==> config.mk <==
export PLATFORM = sky130hd
export DESIGN_NAME = scfq_packet_scheduler
export DESIGN_NICKNAME = d
export VERILOG_FILES = /design/src/hw/rtl/scfq_pkg.sv /design/src/hw/rtl/scfq_cell.sv /design/src/hw/rtl/scfq_packet_scheduler.sv
export SDC_FILE = /design/constraint.sdc
export NUM_CORES = 2
export LEC_CHECK = 0
export ABC_AREA = 1
export ABC_CLOCK_PERIOD_IN_PS = 22800
export CAP_MARGIN = 30
export CORE_MARGIN = 2
export CORE_UTILIZATION = 35
export DETAILED_ROUTE_END_ITERATION = 6
export DONT_BUFFER_PORTS = 1
export GPL_TIMING_DRIVEN = 1
export HOLD_SLACK_MARGIN = 0.05
export PLACE_DENSITY = 0.5
export RECOVER_POWER = 50
export SLEW_MARGIN = 20
export SYNTH_ARGS = -nofsm -noshare
export SYNTH_HDL_FRONTEND = slang
export SYNTH_SLANG_ARGS = --single-unit
==> constraint.sdc <==
create_clock -name i_clk -period 22.8 [get_ports i_clk]
set_input_delay 4.56 -clock i_clk [delete_from_list [all_inputs] [get_ports i_clk]]
set_output_delay 4.56 -clock i_clk [all_outputs]
set_load 0.02 [all_outputs]
==> src/hw/rtl/scfq_pkg.sv <==
package scfq_pkg;

    // Store and flow sizing
    localparam int QUEUE_DEPTH = 16;
    localparam int NUM_FLOWS   = 3;
    localparam int NUM_REGS    = 3;
    localparam int OCC_W       = $clog2(QUEUE_DEPTH + 1);

    // Field widths
    localparam int TAG_W  = 48;
    localparam int FLOW_W = 2;
    localparam int LEN_W  = 16;
    localparam int DIV_W  = 8;
    localparam int PROD_W = LEN_W + DIV_W;
    localparam int CFG_W  = 2;
    localparam int STAT_W = 2;

    // Request kinds
    localparam logic REQ_ARRIVE  = 1'b0;
    localparam logic REQ_DEQUEUE = 1'b1;

    // Result status codes
    localparam logic [STAT_W-1:0] STAT_ENQUEUED = 2'd0;
    localparam logic [STAT_W-1:0] STAT_DEQUEUED = 2'd1;
    localparam logic [STAT_W-1:0] STAT_DROPPED  = 2'd2;
    localparam logic [STAT_W-1:0] STAT_EMPTY    = 2'd3;

    // One stored packet
    typedef struct packed {
        logic [TAG_W-1:0]  tag;
        logic [FLOW_W-1:0] flow;
        logic [LEN_W-1:0]  len;
    } t_entry;

    // Commands broadcast to every cell
    typedef struct packed {
        logic insert;
        logic remove;
    } t_cell_ctl;

endpackage

==> src/hw/rtl/scfq_cell.sv <==
module scfq_cell (
    input  logic               i_clk,
    input  scfq_pkg::t_cell_ctl i_ctl,
    input  scfq_pkg::t_entry   i_new,
    input  logic               i_occupied,
    input  scfq_pkg::t_entry   i_left,
    input  logic               i_left_take,
    input  scfq_pkg::t_entry   i_right,
    output scfq_pkg::t_entry   o_entry,
    output logic               o_take
);

    scfq_pkg::t_entry r_entry;

    // New item belongs at or before this cell: empty, or strictly larger tag
    assign o_take  = !i_occupied || (r_entry.tag > i_new.tag);
    assign o_entry = r_entry;

    // Shift right on insert past the slot, shift left on remove
    always_ff @(posedge i_clk) begin
        if (i_ctl.insert) begin
            if (o_take) begin
                if (i_left_take) begin
                    r_entry <= i_left;
                end else begin
                    r_entry <= i_new;
                end
            end
        end else if (i_ctl.remove) begin
            r_entry <= i_right;
        end
    end

endmodule

==> src/hw/rtl/scfq_packet_scheduler.sv <==
// Channel  | Direction | Handshake          | Payload
// request  | in        | i_valid / o_ready  | i_req_type, i_flow_id, i_packet_length
// result   | out       | o_valid / i_ready  | o_status, o_out_flow, o_out_length, o_finish_tag
// config   | in        | i_cfg_we           | i_cfg_idx, i_cfg_data
//
// A dequeue reads the head cell; an arrival runs tag base and multiply, saturating
// add, broadcast insert into the cell chain. A new request waits for the last result.
// The store is a sorted chain of cells; the head cell always holds the smallest tag,
// equal tags kept in arrival order.
// Reset clears occupancy, virtual time, flow tags and sets every divisor to 1; no
// clearing pass runs. A result waiting in the output register stalls only the final
// step of the next item.
module scfq_packet_scheduler (
    input  logic                                i_clk,
    input  logic                                i_rst_n,
    input  logic                                i_valid,
    output logic                                o_ready,
    input  logic                                i_req_type,
    input  logic [scfq_pkg::FLOW_W-1:0]         i_flow_id,
    input  logic [scfq_pkg::LEN_W-1:0]          i_packet_length,
    output logic                                o_valid,
    input  logic                                i_ready,
    output logic [scfq_pkg::STAT_W-1:0]         o_status,
    output logic [scfq_pkg::FLOW_W-1:0]         o_out_flow,
    output logic [scfq_pkg::LEN_W-1:0]          o_out_length,
    output logic [scfq_pkg::TAG_W-1:0]          o_finish_tag,
    input  logic                                i_cfg_we,
    input  logic [scfq_pkg::CFG_W-1:0]          i_cfg_idx,
    input  logic [scfq_pkg::DIV_W-1:0]          i_cfg_data
);

    localparam logic [2:0] ST_IDLE = 3'd0;
    localparam logic [2:0] ST_CALC = 3'd1;
    localparam logic [2:0] ST_ADD  = 3'd2;
    localparam logic [2:0] ST_INS  = 3'd3;
    localparam logic [2:0] ST_DEQ  = 3'd4;

    localparam int TAG_W  = scfq_pkg::TAG_W;
    localparam int PROD_W = scfq_pkg::PROD_W;
    localparam int DEPTH  = scfq_pkg::QUEUE_DEPTH;
    localparam int OCC_W  = scfq_pkg::OCC_W;

    logic [2:0]                       r_state, n_state;
    logic                             r_req;
    logic [scfq_pkg::FLOW_W-1:0]      r_flow;
    logic [scfq_pkg::LEN_W-1:0]       r_len;
    logic [TAG_W-1:0]                 r_base;
    logic [PROD_W-1:0]                r_inc;
    logic [TAG_W-1:0]                 r_tag;
    logic [OCC_W-1:0]                 r_occ;
    logic [TAG_W-1:0]                 r_vc;
    logic [TAG_W-1:0]                 r_last [scfq_pkg::NUM_FLOWS];
    logic [scfq_pkg::DIV_W-1:0]       r_div  [scfq_pkg::NUM_FLOWS];
    logic                             r_out_valid;
    logic [scfq_pkg::STAT_W-1:0]      r_status;
    logic [scfq_pkg::FLOW_W-1:0]      r_out_flow;
    logic [scfq_pkg::LEN_W-1:0]       r_out_len;
    logic [TAG_W-1:0]                 r_out_tag;

    logic                             w_in_fire;
    logic                             w_out_free;
    logic                             w_flow_ok;
    logic                             w_full;
    logic                             w_load;
    logic [TAG_W-1:0]                 w_vc_now;
    logic [TAG_W-1:0]                 w_last;
    logic [TAG_W:0]                   w_sum;
    scfq_pkg::t_cell_ctl              w_ctl;
    scfq_pkg::t_entry                 w_new;
    scfq_pkg::t_entry                 w_entry [DEPTH];
    logic                             w_take  [DEPTH];

    assign w_in_fire  = i_valid && o_ready;
    assign w_out_free = !r_out_valid || i_ready;
    assign w_flow_ok  = (32'(r_flow) < scfq_pkg::NUM_FLOWS);
    assign w_full     = (r_occ == OCC_W'(DEPTH));
    assign w_vc_now   = (r_occ != '0) ? w_entry[0].tag : r_vc;
    assign w_last     = r_last[r_flow];
    assign w_sum      = {1'b0, r_base} + {{(TAG_W + 1 - PROD_W){1'b0}}, r_inc};

    // A result enters the output register in the final step of an item
    assign w_load = w_out_free &&
                    (((r_state == ST_CALC) && (!w_flow_ok || w_full)) ||
                     (r_state == ST_INS) || (r_state == ST_DEQ));

    assign o_ready      = (r_state == ST_IDLE);
    assign o_valid      = r_out_valid;
    assign o_status     = r_status;
    assign o_out_flow   = r_out_flow;
    assign o_out_length = r_out_len;
    assign o_finish_tag = r_out_tag;

    // Broadcast commands and the new entry to the chain
    assign w_ctl.insert = (r_state == ST_INS) && w_out_free;
    assign w_ctl.remove = (r_state == ST_DEQ) && w_out_free && (r_occ != '0);
    assign w_new.tag    = r_tag;
    assign w_new.flow   = r_flow;
    assign w_new.len    = r_len;

    // Chain of sorted cells, head at index 0
    for (genvar g = 0; g < DEPTH; g++) begin : g_cell
        scfq_pkg::t_entry w_left;
        scfq_pkg::t_entry w_right;
        logic             w_left_take;

        if (g == 0) begin : g_head
            assign w_left      = '0;
            assign w_left_take = 1'b0;
        end else begin : g_mid
            assign w_left      = w_entry[g-1];
            assign w_left_take = w_take[g-1];
        end

        if (g == DEPTH - 1) begin : g_tail
            assign w_right = '0;
        end else begin : g_body
            assign w_right = w_entry[g+1];
        end

        scfq_cell u_cell (
            .i_clk       (i_clk),
            .i_ctl       (w_ctl),
            .i_new       (w_new),
            .i_occupied  (OCC_W'(g) < r_occ),
            .i_left      (w_left),
            .i_left_take (w_left_take),
            .i_right     (w_right),
            .o_entry     (w_entry[g]),
            .o_take      (w_take[g])
        );
    end

    // Sequence one item at a time
    always_comb begin
        n_state = r_state;
        unique case (r_state)
            ST_IDLE: begin
                if (w_in_fire) begin
                    n_state = (i_req_type == scfq_pkg::REQ_DEQUEUE) ? ST_DEQ : ST_CALC;
                end
            end
            ST_CALC: begin
                if (!w_flow_ok || w_full) begin
                    if (w_out_free) begin
                        n_state = ST_IDLE;
                    end
                end else begin
                    n_state = ST_ADD;
                end
            end
            ST_ADD: begin
                n_state = ST_INS;
            end
            ST_INS, ST_DEQ: begin
                if (w_out_free) begin
                    n_state = ST_IDLE;
                end
            end
            default: begin
                n_state = ST_IDLE;
            end
        endcase
    end

    // Control state, flow tags, virtual time and divisors
    always_ff @(posedge i_clk) begin
        if (!i_rst_n) begin
            r_state     <= ST_IDLE;
            r_occ       <= '0;
            r_vc        <= '0;
            r_out_valid <= 1'b0;
            for (int f = 0; f < scfq_pkg::NUM_FLOWS; f++) begin
                r_last[f] <= '0;
                r_div[f]  <= scfq_pkg::DIV_W'(1);
            end
        end else begin
            r_state <= n_state;

            if (i_cfg_we && (32'(i_cfg_idx) < scfq_pkg::NUM_REGS)) begin
                r_div[i_cfg_idx] <= i_cfg_data;
            end

            // Hold a waiting result, drop it once taken, raise it on a load
            r_out_valid <= w_load || (r_out_valid && !i_ready);

            if (r_state == ST_CALC && w_flow_ok) begin
                r_vc <= w_vc_now;
            end

            if (w_ctl.insert) begin
                r_occ          <= r_occ + OCC_W'(1);
                r_last[r_flow] <= r_tag;
            end

            if (w_ctl.remove) begin
                r_occ <= r_occ - OCC_W'(1);
            end
        end
    end

    // Capture the item, then base, increment and saturated tag
    always_ff @(posedge i_clk) begin
        if (w_in_fire) begin
            r_req  <= i_req_type;
            r_flow <= i_flow_id;
            r_len  <= i_packet_length;
        end
        if (r_state == ST_CALC) begin
            r_base <= (w_vc_now > w_last) ? w_vc_now : w_last;
            r_inc  <= PROD_W'(r_len) * PROD_W'(r_div[r_flow]);
        end
        if (r_state == ST_ADD) begin
            r_tag <= w_sum[TAG_W] ? {TAG_W{1'b1}} : w_sum[TAG_W-1:0];
        end
    end

    // Load the result register
    always_ff @(posedge i_clk) begin
        if (w_out_free) begin
            if (r_state == ST_CALC && (!w_flow_ok || w_full)) begin
                r_status   <= scfq_pkg::STAT_DROPPED;
                r_out_flow <= r_flow;
                r_out_len  <= '0;
                r_out_tag  <= '0;
            end else if (r_state == ST_INS) begin
                r_status   <= scfq_pkg::STAT_ENQUEUED;
                r_out_flow <= r_flow;
                r_out_len  <= '0;
                r_out_tag  <= r_tag;
            end else if (r_state == ST_DEQ && r_req == scfq_pkg::REQ_DEQUEUE) begin
                if (r_occ == '0) begin
                    r_status   <= scfq_pkg::STAT_EMPTY;
                    r_out_flow <= '0;
                    r_out_len  <= '0;
                    r_out_tag  <= '0;
                end else begin
                    r_status   <= scfq_pkg::STAT_DEQUEUED;
                    r_out_flow <= w_entry[0].flow;
                    r_out_len  <= w_entry[0].len;
                    r_out_tag  <= w_entry[0].tag;
                end
            end
        end
    end

    // Occupancy stays within the chain
    a_occ_bound: assert property (@(posedge i_clk) disable iff (!i_rst_n)
        r_occ <= OCC_W'(DEPTH))
        else $error("occupancy exceeds queue depth");

    // Head of the chain holds a tag no larger than the next cell's
    a_head_sorted: assert property (@(posedge i_clk) disable iff (!i_rst_n)
        (r_occ >= OCC_W'(2)) |-> (w_entry[0].tag <= w_entry[1].tag))
        else $error("cell chain out of order at head");

    // A removal drops occupancy by exactly one
    a_remove_occ: assert property (@(posedge i_clk) disable iff (!i_rst_n)
        w_ctl.remove |=> (r_occ == $past(r_occ) - OCC_W'(1)))
        else $error("occupancy not reduced after removal");

    // An insert never happens into a full chain
    a_insert_room: assert property (@(posedge i_clk) disable iff (!i_rst_n)
        w_ctl.insert |-> (r_occ < OCC_W'(DEPTH)))
        else $error("insert into full chain");

endmodule

# Yosys cells after proc, flatten, opt, wreduce, memory -nomap -nowiden
# Memories as Yosys holds them, arrays and structs flattened. A register that Yosys moved wholly into a read port is not among the register bits.
# Cells that the tools add are included.
# W data, S select, Z words.
# word_totals
regBits	1320
latch_bits	0
ram_bits	168
romBits	0
inputBits	34
elab_cells	301
memories	2
# mem_list
name	depth	word_bits	rd	rd_clocked_by_memory_dff	write_ports	line_no	text
r_last	3	48	1	1	3	scfq_packet_scheduler.sv:52	logic [TAG_W-1:0] r_last [scfq_pkg::NUM_FLOWS];
r_div	3	8	1	1	3	scfq_packet_scheduler.sv:53	logic [scfq_pkg::DIV_W-1:0] r_div [scfq_pkg::NUM_FLOWS];
# classes
addsub	3
multipliers	1
div	0
magnitude_cmp	35
eq_ne	22
shift	0
muxes	99
bitwise_logic	0
reduce_logical	76
# op_table
cell	n
$mux W66	63
$gt A48 B48 Y1	17
$mux W48	6
$add A48 B24 Y49	1
$reduce_or A48 Y1	1
$lt A4 B5 Y1 const A	8
$reduce_and A2 Y1	17
$mux W16	2
$ne A2 B1 Y1 const B	16
$mul A16 B8 Y24	1
$mux W2	11
$logic_or A1 B1 Y1	21
$lt A3 B5 Y1 const A	4
$logic_not A1 Y1	19
$mux W3	4
$pmux W3 S4	1
$logic_and A1 B1 Y1	10
$lt A1 B5 Y1 const A	2
$lt A2 B5 Y1 const A	2
$mux W5	2
$mux W1	9
$mux W8	1
$reduce_or A8 Y1	1
$eq A3 B2 Y1 const B	2
13 further kinds	15

# Depth between registers and ports, before layout
# logic_depth
ltp_word	8
depth_mapped	26
ltp_nobuf	24

# Cells and area by module
# A second synthesis with hierarchy kept.
# hier_totals
hier_cells	12571
area_unflattened_um2	102400.7
# by_module_without_submodules
module	n_inst	cells_each	area_per_inst_um2	seq_area_each_um2
scfq_cell	16	585	4620.7	1981.9
scfq_packet_scheduler	1	3211	28469.8	14123.5

# Worst setup path before layout
# Ideal clock, no wire load.
# synth_timing
path_type	in2reg
startpoint	input i_ready
endpoint	register g_cell[14].u_cell.r_entry, in the netlist g_cell[14].u_cell.o_entry[0], enable pin
arrival_time_ns	9.817
path_slack_ns	12.402
stages	6
n_path_buf	2
path_cell_list	nor2_2 nor2_8 inv_2 buf_2 buf_2 o21ai_0
# synth_via
elab_chain_cells	5
# synth_lines
element	line_no	text
start: declaration	scfq_packet_scheduler.sv:22	input logic i_ready,
$logic_or A1 B1 Y1 *	scfq_packet_scheduler.sv:74	assign w_out_free = !r_out_valid || i_ready;
$logic_and A1 B1 Y1 (2 in series)	scfq_packet_scheduler.sv:95	assign w_ctl.remove = (r_state == ST_DEQ) && w_out_free && (r_occ != '0);
$reduce_bool A2 Y1 (no source line)	-	
$reduce_and A2 Y1 (no source line) *	-	
end signal: assignment	scfq_cell.sv:24	r_entry <= i_left;
end signal: assignment	scfq_cell.sv:26	r_entry <= i_new;
end signal: assignment	scfq_cell.sv:30	r_entry <= i_right;
end: declaration	scfq_cell.sv:13	scfq_pkg::t_entry r_entry;
# Every way passes the cells marked *; elsewhere a longest branch is shown, timed or not.
# A chain may end at the register's enable or synchronous reset.

==> results.py <==
metrics = {
    "status": {
        "status": "finished, violations left",
        "violations": "capacitance limit, slew limit",
    },
    "grt": {
        "overflow": 0,
        "antenna_found_initial": 20,
        "grt_max_degree": 210,
        "grt_pass1_vias": 79700,
        "grt_usage_pct": 22.7,
        "grt_pass1_wl_um": 511000,
    },
    "clock_network": {
        "htreeDepth": 4,
        "clk_latency_ps": 910,
        "clkSinkCount": 1546,
        "cts.hold.buffers_added": 0,
        "cts_resized": 0,
        "cts.path.max_buffers": 4,
        "path_clk_slew_ps": 60,
        "cts_tree": "done",
        "post-cts-setup-buffers": 0,
        "cts_root_buf": "clkbuf_16",
        "cts_buffers": 196,
    },
    "logic_synthesis": {
        "ys_types": 54,
        "synth.avg_cell_area_um2": 7.77,
        "synth_seq_area_share_pct": 45.0,
        "ys.flop_type": "edfxtp_1",
        "syn_area_um2": 102000,
        "ys_async_sr_fraction_pct": 0,
        "syn_inst": 13100,
        "yosysWarnings": 0,
        "yosys_register_bits": 1546,
        "synth_edf_count": 1487,
    },
    "placement": {
        "gp_congestion": 0.899,
        "port_buffers": 0,
        "place_hpwl_um": 242000,
        "preCtsSetupSlack_ps": 13930,
        "placed_area_um2": 106000,
    },
    "die": {
        "dieArea_um2": 296000,
        "die_h_um": 544,
        "start_util_pct": 35.1,
        "rows": 198,
        "fp.dieW_um": 544,
        "io_pins": 104,
        "core-area_um2": 290000,
    },
    "sta": {
        "skew_ps": 95.3,
        "finalHoldViolations": 0,
        "rsz0062_at_grt": "false",
        "slew_headroom_pct": -201,
        "setup_viol": 0,
        "worst_slack_ps": 8030,
        "fmax_ghz": 0.0677,
        "finalCritPeriodShare_pct": 64.8,
        "fin_crit_ps": 14770,
        "tightest_slew_ps": 4490,
        "setup_tns_ps": 0,
        "drv_slew": 1820,
    },
    "worst_setup_path": {
        "timing.rr.start": "r_occ[4]",
        "cp.arrival_ps": 15270,
        "start_kind": "primary input",
        "worst-path-max-fanout": 113,
        "cp-end-kind": "register",
        "cp.required_ps": 23300,
        "cp-startpoint": "i_ready",
        "rr_worst_depth": 23,
        "critPathKind": "in2reg",
    },
    "power_and_ir_drop": {
        "p_per_area_nw_per_um2": 77.1,
        "p_total_mw": 8.61,
        "p_int_mw": 5.79,
        "p_sw_mw": 2.82,
        "sw_frac_of_total_pct": 32.8,
        "pwr-share-clk_pct": 35.6,
        "vdd_drop_max_uv": 123,
        "combPwrFrac_pct": 25.1,
        "leakagePower_nw": 60.4,
        "seqPwrFrac_pct": 39.3,
    },
    "finish": {
        "finalNetCount": 14000,
        "register_area_um2": 45800,
        "fill_cells": 30500,
        "utilization_pct": 38.5,
        "drive_above_1_share_pct": 3.47,
        "multi_input_area_um2": 47400,
        "final_area_um2": 112000,
        "area_growth_pct": 9.65,
    },
    "routing": {
        "avgViaCountPerCell": 4.83,
        "antenna_left": 0,
        "vias": 82300,
        "wl_per_cell_um": 20.0,
        "drtIter0Drc": 6738,
        "routed_wl_um": 340000,
        "drt_pass1_iterations": 6,
        "route.detailed.drc": 0,
    },
    "worst_hold_path": {
        "min_path_cells": 2,
        "hp-class": "reg2reg",
        "holdCritStartpoint": "g_cell[11].u_cell.o_entry[1]",
    },
    "flow_run": {
        "drv_cap": 42,
    },
}
## flip-flops by register name (all words and copies together), names as in the netlist, 2 cells and up, named ones only
signal and cells:
g_cell.u_cell.o_entry 1056, r_last 192, o_finish_tag 48, r_base 48
r_tag 48, r_vc 48, r_div 32, r_inc 24
o_out_length 16, r_len 16, r_occ 5, r_state 3
o_out_flow 2, o_status 2, r_flow 2
## synth_stat cells (3+ instances only)
cell / instances / area, µm²
a21boi_0: 4 / 30.0
a21o_1: 40 / 300
a21oi_1: 513 / 2570
a31oi_1: 7 / 43.8
a32oi_1: 93 / 815
and2_1: 5 / 31.3
buf_1: 29 / 109
buf_2: 195 / 976
buf_4: 50 / 375
buf_6: 30 / 338
clkbuf_1: 226 / 848
dfxtp_1: 59 / 1180
edfxtp_1: 1487 / 44700
fa_1: 85 / 1700
ha_1: 887 / 11100
inv_1: 1639 / 6150
inv_2: 12 / 45.0
nand2_1: 6239 / 23400
nand2_2: 6 / 37.5
nand3_1: 282 / 1410
nand3b_1: 10 / 75.1
nand4_1: 72 / 450
nor2_1: 684 / 2570
nor2_2: 3 / 18.8
nor2_4: 3 / 33.8
nor2b_1: 4 / 25.0
nor3_1: 39 / 195
nor4_1: 4 / 25.0
o211ai_1: 5 / 37.5
o21a_1: 34 / 255
o21ai_0: 265 / 1330
o21ai_1: 12 / 60.1
o21bai_1: 12 / 90.1
o221ai_1: 3 / 26.3
o22ai_1: 6 / 37.5
or2_0: 3 / 18.8
or2_2: 17 / 106
xnor2_1: 12 / 105
xor2_1: 21 / 184
## placed cells by master (no fill, tap or decap), drive strengths merged, types with 12 or more instances in the layout
master,netlist,layout
clkinv,2,87
o21ai,278,278
fa,85,85
nor3,40,40
nand4,72,72
xor2,21,21
a32oi,93,93
nand2,6245,6245
buf,304,126
xnor2,12,12
nand3,282,282
ha,887,887
or2,21,21
o21a,34,34
dfxtp,59,59
edfxtp,1487,1487
inv,1651,1652
a21o,40,40
clkbuf,226,288
nor2,691,691
o21bai,12,12
a21oi,513,513
## path summary, 6_finish.rpt
check	to	slack (ps)
min	g_cell[10].u_cell.o_entry[1]	490
max reg2reg	r_base[39]	9950
max	r_last[0][39]	8030
min reg2reg	g_cell[10].u_cell.o_entry[1]	490
## through the flow
step,hold slack [ps],cells
floorplan,475,13100
global placement,497,16600
detailed placement,519,16700
CTS,507,17000
global route,536,17000
finish,493,17000
## logic make-up after synthesis
logic type | count (synthesis) | synth area share (%)
AND/OR/NAND/NOR | 7382 | 28.0
buffers and inverters | 2183 | 8.68
flip-flops | 1546 | 45.0
AO/OA/AOI/OAI | 1000 | 5.53
adder cells (fa/ha/maj) | 972 | 12.6
XOR/XNOR | 33 | 0.284
other | 1 | 0.00368
## metal layers
metal | up-vias | track usage, % | part of all wire, %
li1 | 41300 | - | -
met1 | 38600 | 31.5 | 47
met2 | 1939 | 37.3 | 46
met3 | 435 | 2.14 | 4.9
met4 | 0 | 6.50 | 2.9
met5 | - | 0 | 0
## worst max-delay path, stage by stage
cell	delay, ps
nor2_1	120
nor2_1	1740
clkinvlp_2	4800
nor2_1	1360
nand3_2	110
clkbuf_1	1070
nand2_2	760
buf_4	570
## power by group through the flow
stage	combinational, mW	clock (mW)	sequential (mW)
finish	2.17	3.06	3.38
global route	2.49	3.23	3.39
CTS	2.20	3.13	3.38
detailed placement	2.18	0	3.44
global placement	2.18	0	3.44
floorplan	1.59	0	3.38
## area by class of cell
| class | count | area share, % |
|---|---|---|
| Clock inverter | 108 | 0.835 |
| Inverter | 1653 | 5.55 |
| Sequential cell | 1546 | 41.0 |
| Timing Repair Buffer | 164 | 1.13 |
| Tap cell | 3900 | 4.37 |
| Antenna cell | 5 | 0.0112 |
| Clock buffer | 250 | 4.64 |
| Multi-Input combinational cell | 9395 | 42.4 |
Power figures use the tool's default switching activity.
